**config.mk**
```make
export PLATFORM = sky130hd
export DESIGN_NAME = mi3_prep
export DESIGN_NICKNAME = d
export VERILOG_FILES = /design/src/rtl/mi3_pkg.sv /design/src/rtl/mi3_prep.sv
export SDC_FILE = /design/constraint.sdc
export NUM_CORES = 2
export LEC_CHECK = 0
export BUFFER_PORTS_ARGS = -buffer_cell sky130_fd_sc_hd__buf_2
export CAP_MARGIN = 20
export CORE_AREA = 2 2 673 675
export DETAILED_ROUTE_END_ITERATION = 8
export DIE_AREA = 0 0 675 677
export PLACE_DENSITY = 0.41
export SLEW_MARGIN = 20
export SYNTH_ARGS = -nofsm -noshare
export SYNTH_HDL_FRONTEND = slang
export SYNTH_SLANG_ARGS = --single-unit
```
**constraint.sdc**
```tcl
create_clock -name clock -period 16.06 [get_ports clock]
set_input_delay 3.212 -clock clock [delete_from_list [all_inputs] [get_ports clock]]
set_output_delay 3.212 -clock clock [all_outputs]
set_load 0.02 [all_outputs]
```
**src/rtl/mi3_pkg.sv**
```systemverilog
// Shared types, widths and cofactor index tables for the 3x3 matrix inverse.
// Used by every module of the block; depends on nothing.
package mi3_pkg;

   localparam int DataWidth = 32;
   localparam int FracBits  = 16;
   localparam int NumEnt    = 9;
   localparam int ThrW      = 31;

   localparam int ProdW   = 2 * DataWidth;
   localparam int AdjW    = 2 * DataWidth + 1;
   localparam int AdjMagW = 2 * DataWidth;
   localparam int LoW     = DataWidth + 1;
   localparam int HiW     = AdjW - LoW;
   localparam int DetW    = 3 * DataWidth + 3;
   localparam int DmagW   = DetW - 1;
   localparam int NumW    = AdjMagW + 2 * FracBits;
   localparam int XW      = ((NumW + 1 > DmagW) ? NumW + 1 : DmagW) + 1;
   localparam int QuoW    = DataWidth + 1;
   localparam int RemW    = XW + 1;
   localparam int TdataW  = ((NumEnt * DataWidth + 7) / 8) * 8;

   localparam logic [QuoW-1:0] LimNeg = QuoW'(1) << (DataWidth - 1);
   localparam logic [QuoW-1:0] LimPos = LimNeg - QuoW'(1);

   // adj[k] = +-(e[a]*e[b] - e[c]*e[d])
   localparam int CofA [NumEnt] = '{4, 1, 1, 3, 0, 0, 3, 0, 0};
   localparam int CofB [NumEnt] = '{8, 8, 5, 8, 8, 5, 7, 7, 4};
   localparam int CofC [NumEnt] = '{5, 2, 2, 5, 2, 2, 4, 1, 1};
   localparam int CofD [NumEnt] = '{7, 7, 4, 6, 6, 3, 6, 6, 3};
   localparam bit CofNeg [NumEnt] = '{1'b0, 1'b1, 1'b0, 1'b1, 1'b0, 1'b1, 1'b0, 1'b1, 1'b0};

   typedef logic signed [DataWidth-1:0] ent_type;
   typedef logic signed [ProdW-1:0]     prod_type;
   typedef logic signed [AdjW-1:0]      adj_type;
   typedef logic signed [DetW-1:0]      det_type;
   typedef logic [XW-1:0]               x_type;

   typedef struct packed {
      logic              valid;
      logic              sing;
      logic [NumEnt-1:0] neg;
      logic [NumEnt-1:0] ovf;
   } ctl_type;

endpackage

```
**src/rtl/mi3_prep.sv**
```systemverilog
// Divider setup: magnitudes, signs, singular test, rounded dividend and overflow check.
// Depends on mi3_pkg.
module mi3_prep (
   input  logic                      clock,
   input  logic                      reset,
   input  logic                      adv,
   input  logic                      in_valid,
   input  mi3_pkg::adj_type          in_adj [mi3_pkg::NumEnt],
   input  mi3_pkg::det_type          in_det,
   input  logic [mi3_pkg::ThrW-1:0]  thr,
   output mi3_pkg::ctl_type          out_ctl,
   output mi3_pkg::x_type            out_x [mi3_pkg::NumEnt],
   output mi3_pkg::x_type            out_y
);
   import mi3_pkg::*;

   logic [DmagW-1:0]      dmag_in;
   logic [DmagW-1:0]      dmag_ff;
   logic [AdjMagW-1:0]    amag_in [NumEnt];
   logic [AdjMagW-1:0]    amag_ff [NumEnt];
   logic [NumEnt-1:0]     neg_in;
   logic [NumEnt-1:0]     neg_ff;
   logic [ThrW+2*FracBits-1:0] thr_sh;
   logic                  sing_in;
   logic                  sing_ff;
   logic                  v6_ff;
   x_type                 x_in [NumEnt];
   x_type                 y_in;
   logic [NumEnt-1:0]     ovf_in;
   x_type                 x_ff [NumEnt];
   x_type                 y_ff;
   ctl_type               ctl_ff;

   always_comb begin
      dmag_in = in_det[DetW-1] ? DmagW'(-in_det) : DmagW'(in_det);
      for (int k = 0; k < NumEnt; k++) begin
         amag_in[k] = in_adj[k][AdjW-1] ? AdjMagW'(-in_adj[k]) : AdjMagW'(in_adj[k]);
         neg_in[k]  = in_adj[k][AdjW-1] ^ in_det[DetW-1];
      end
      thr_sh  = {thr, (2*FracBits)'(0)};
      // zero determinant is singular even with a zero threshold
      sing_in = (dmag_in == '0) || (dmag_in < thr_sh);
   end

   // dividend 2*|adj|*2^(2F) + |det| over 2*|det| rounds to nearest, ties away
   always_comb begin
      y_in = XW'({dmag_ff, 1'b0});
      for (int k = 0; k < NumEnt; k++) begin
         x_in[k]   = XW'({amag_ff[k], (2*FracBits+1)'(0)}) + XW'(dmag_ff);
         ovf_in[k] = (x_in[k][XW-1:QuoW] >= y_in);
      end
   end

   always_ff @(posedge clock) begin
      if (reset) begin
         v6_ff        <= 1'b0;
         ctl_ff.valid <= 1'b0;
      end else if (adv) begin
         v6_ff        <= in_valid;
         ctl_ff.valid <= v6_ff;
      end
   end

   always_ff @(posedge clock) begin
      if (adv) begin
         dmag_ff     <= dmag_in;
         amag_ff     <= amag_in;
         neg_ff      <= neg_in;
         sing_ff     <= sing_in;
         x_ff        <= x_in;
         y_ff        <= y_in;
         ctl_ff.sing <= sing_ff;
         ctl_ff.neg  <= neg_ff;
         ctl_ff.ovf  <= ovf_in;
      end
   end

   assign out_ctl = ctl_ff;
   assign out_x   = x_ff;
   assign out_y   = y_ff;

endmodule

```
* Word-level counts from Yosys, hierarchy flattened *
Cells that the tools add are included.
Widths: inputs -> output; s select.

cells by class
  add/sub/neg operators = 19
  order comparisons = 10
  mux-type cells = 10
  bitwise operators = 9
  reductions and logical operators = 2

operators by type and width
  operator          number
  $add 97x98->99    9
  $ge 66x99->1      9
  $mux 64           9
  $neg 64->64       9
  $logic_not 98->1  1
  $lt 98x63->1      1
  $mux 98           1
  $neg 98->98       1
  $xor 1x1->1       9
  $logic_or 1x1->1  1

word-level totals
  bits in registers = 1,694
  input port bits = 719
  output and inout bits = 1,010
  logic and storage cells = 77

* Longest topological paths before layout *
  depth in word-level cells = 4
  mapped depth = 26
  depth with buffers taken out = 26

* Worst setup path before layout *
Ideal clock, no wire load.

  kind = in2reg
  start point = in in_adj[329] (netlist bit)
  end point = reg amag_ff[378] (netlist bit), data pin
  arrival = 7,143 ps
  data required time = 15,797 ps
  path slack = 8,655 ps
  stages = 10
  cells stage by stage = or4_4 nor4b_4 or4b_4 or4_4 or4_4 or4_4 or4_4 or3_4 o41ai_2 xnor2_1

RTL lines
  item                    line            RTL
  start: declaration      mi3_prep.sv:8   input mi3_pkg::adj_type in_adj [mi3_pkg::NumEnt],
  end signal: assignment  mi3_prep.sv:67  amag_ff <= amag_in;
  end: declaration        mi3_prep.sv:20  logic [AdjMagW-1:0] amag_ff [NumEnt];

==> impl_results.md <==
- Outcome: complete, no violations
- Initial Util: 23.16%
- Slew Limit Fails: 0
- Worst-case reg-to-reg path depth: 21
- H-tree lvl count: 4
- Total track usage: 25.13%
- Post-synthesis mux area share: 0.04796%
- Least-Margin Pin Slew: 1189 ps
- Setup-failing EPs final: 0
- Vias per cell: 5.054
- Leakage power: roughly 50 nW
- Antenna violations before repair: 294
- Cells after synthesis: around 10k
- Detailed Route Iter0 Violations: 6505
- Placed inst area: 119400 µm²
- Layout Nets: 13.70k
- Largest net degree at the start of global routing: 166
- RSZ-0062 raised after global routing: false
- Clock transition at path regs: 60 ps
- Die Height: 677 µm
- Dpl cells: 17.55k
- CP endpoint kind: flop
- First-pass GRT wire length: 780200 µm
- Top Ports: 1729
- Register area share after synthesis: 40.18%
- Post-synth net total: ~12k
- Fin crit period: 8549 ps
- CTS root buffer: clkbuf_16
- Post-detailed-route wirelength per cell: between 30 and 40 µm
- Slew headroom: roughly a fifth
- # DRC: 0
- Post_cts resized: 0
- Hold Path Class: flop to flop
- RePlAce Congestion: 0.9758
- Synth Area in Compound Gates: 18.55%
- FP Rows: 247
- Worst VDD drop: around 0.00009 V
- Crit-path max FO: 8
- Die area: 457000 µm²
- Post-route cell area: 126100 µm²
- Clock tree from TritonCTS: yes
- Routed Wire Length: 597200 µm
- CP Data Required Time: 16800 ps
- WP data arrival: ~9300 ps
- Final cell count without fillers: 18.03k
- Flop2flop setup slack: 7510 ps
- Max-cap violation count: 0
- Post-Synth Simple-Gate Area: 12.30%
- Primary FF master, synth: edfxtp_1
- Die W: about 680 µm
- Total grt overflow: 0
- Min-Delay Path Depth: 0
- Pre-antenna DRT Iters: 5
- Hold_buf cts: 0
- Largest family of logic cells by synthesized area: compound AO/OA/AOI/OAI gates
- Vias in the first global route: 90.17k
- FF+latch count, synth: about 1.4k
- Asr flop ratio synth: 0%
- Skew-Pair Late Insertion Delay: 930 ps
- Adder-Cell Fraction of Synth Area: 14.57%
- Post-CTS Setup Inserts: 0
- Share of cells above drive strength 1: 20.17%
- Yosys cell types: 86
- Final hold slack: 418.1 ps
- Post-synthesis xor/xnor area fraction: 10.12%
- F_max: between 0.1 and 0.15 GHz
- Layout area overhead: 20.86%
- FILL cells: 47.88k
- Syn avg cell area: 10.27 µm²
- Yosys warnings: 0
- Post-route antenna net violation count: 0
- Mapped Area: 104400 µm²
- CP Launch Type: flop
- DP Wirelength: 505200 µm
- Vias: around 90k
- Setup TNS: 0 ps
- TritonCTS Buffers: between 150 and 200
- CTS max path bufs: 4
- Buffers added on ports: 1727
- Clock Sinks: approximately 1.4k
- Critical path type: flop to flop
- Final period util: between 50% and 60%
- Clock skew: 59.06 ps
- Power Density: 138.4 nW/µm²
- Post-synth EDFFs: 1395
- Endpoints failing hold: 0
- Core area: 450600 µm²
final timing paths:
check | end | startpoint
worst max register to register | out_ctl[8]$_DFFE_PP_ | dmag_ff[50]$_DFFE_PP_
worst min register to register | out_ctl[16]$_DFFE_PP_ | neg_ff[7]$_DFFE_PP_
worst max-delay path | out_ctl[8]$_DFFE_PP_ | dmag_ff[50]$_DFFE_PP_
worst min-delay path | out_ctl[16]$_DFFE_PP_ | neg_ff[7]$_DFFE_PP_
synthesized netlist by cell type, drive strengths merged (12+ instances only):
cell type,number,share of area [%]
a221o,22,0.21
or3,113,0.68
nor2,426,1.5
o31ai,226,1.6
nand3b,12,0.086
o311ai,14,0.12
a31oi,70,0.42
o21ai,659,3.2
or2,56,0.34
a21boi,30,0.22
nor4,94,0.57
nor3,128,0.61
or4,120,0.90
a31o,12,0.10
a21o,561,4.0
a221oi,31,0.26
a311oi,24,0.20
inv,301,1.1
a211o,14,0.12
o211ai,54,0.39
and2,42,0.25
o21bai,99,0.71
o41ai,116,0.98
ha,1201,14
xor2,210,1.8
xnor2,996,8.4
o22ai,17,0.10
nand3,193,0.93
nor2b,123,0.74
a2111oi,12,0.10
buf,312,2.2
nand4,260,1.6
nand2,639,2.3
and4,26,0.22
edfxtp,1395,40
a41oi,17,0.14
clkbuf,262,0.94
and3,71,0.43
nand2b,130,0.79
a21oi,764,3.7
a211oi,62,0.45
o21a,73,0.53
o31a,13,0.11
state kept, by name, summed over array words and instances (netlist names):
| name | cells |
|---|---|
| amag_ff | 576 |
| dmag_ff | 98 |
| neg_ff | 9 |
| out_ctl | 20 |
| out_x | 627 |
| out_y | 65 |
| sing_ff | 1 |
| v6_ff | 1 |
metrics by stage:
stage	worst slack [ps]	utilization [%]	total power, mW
3_5_place_dp	7519	26.49	12.98
6_report	7511	27.99	17.46
3_3_place_gp	7163	26.47	12.99
5_1_grt	7479	27.97	18.40
4_1_cts	7472	27.92	17.66
2_1_floorplan	8655	-	9.693
metal layers:
layer / GRT usage, % / wire [µm] / part of all wire, % / vias up
li1: - / - / - / 41910
met4: 14.57 / 39820 / 6.7 / 118
met2: 45.43 / 301700 / 51 / 3241
met3: 4.590 / 35240 / 5.9 / 1007
met5: 0 / 761 / 0.13 / -
met1: 27.32 / 219600 / 37 / 44860
critical path, cell delays in order, from the launching register on:
cell and delay [ps]:
edfxtp_1 330, buf_4 310, buf_4 370, ha_1 380, nand4_1 200, o221ai_1 210, a221oi_1 860, o211ai_1 580
o311ai_1 1100, a31oi_1 280, nor2_1 220, o2bb2ai_1 220, xnor2_1 150, ha_1 310, nand4_1 200, nor4_1 530
nand2_1 220, or3_1 520, a21oi_1 720, or4b_2 250, o21ai_0 70, a311oi_1 240
placed cells by master (no fill, tap or decap), types with 210 or more instances in the layout:
master	count
xor2_1	210
a21oi_1	764
edfxtp_1	1395
buf_2	1726
nand4_1	260
ha_1	1201
buf_4	257
a21o_1	561
nand2_1	639
o31ai_1	224
nor2_1	423
o21ai_0	655
xnor2_1	995
inv_1	300
where the power goes:
group | internal (mW) | leakage (nW) | switching (mW)
clock | 2.67 | 3.13 | 1.90
combinational | 2.57 | 34.5 | 5.07
sequential | 4.88 | 13.7 | 0.373
total | 10.1 | 51.3 | 7.34
cell families after synthesis:
group,after synthesis
other,1
flip-flops,1397
AND/OR/NAND/NOR,2476
multiplexers,5
AO/OA/AOI/OAI,2989
buffers and inverters,875
adder cells (fa/ha/maj),1210
XOR/XNOR,1206
area by class of cell:
type	count	area, µm²	area share (%)
multi-input combinational	7887	58100	46.06
sequential	1397	41930	33.24
timing repair buffer	1991	10720	8.499
tap	5976	7477	5.928
clock buffer	222	5002	3.966
clock inverter	131	1455	1.154
inverter	301	1130	0.8958
antenna	126	315.3	0.2500
(Power assumes the default switching activity.)
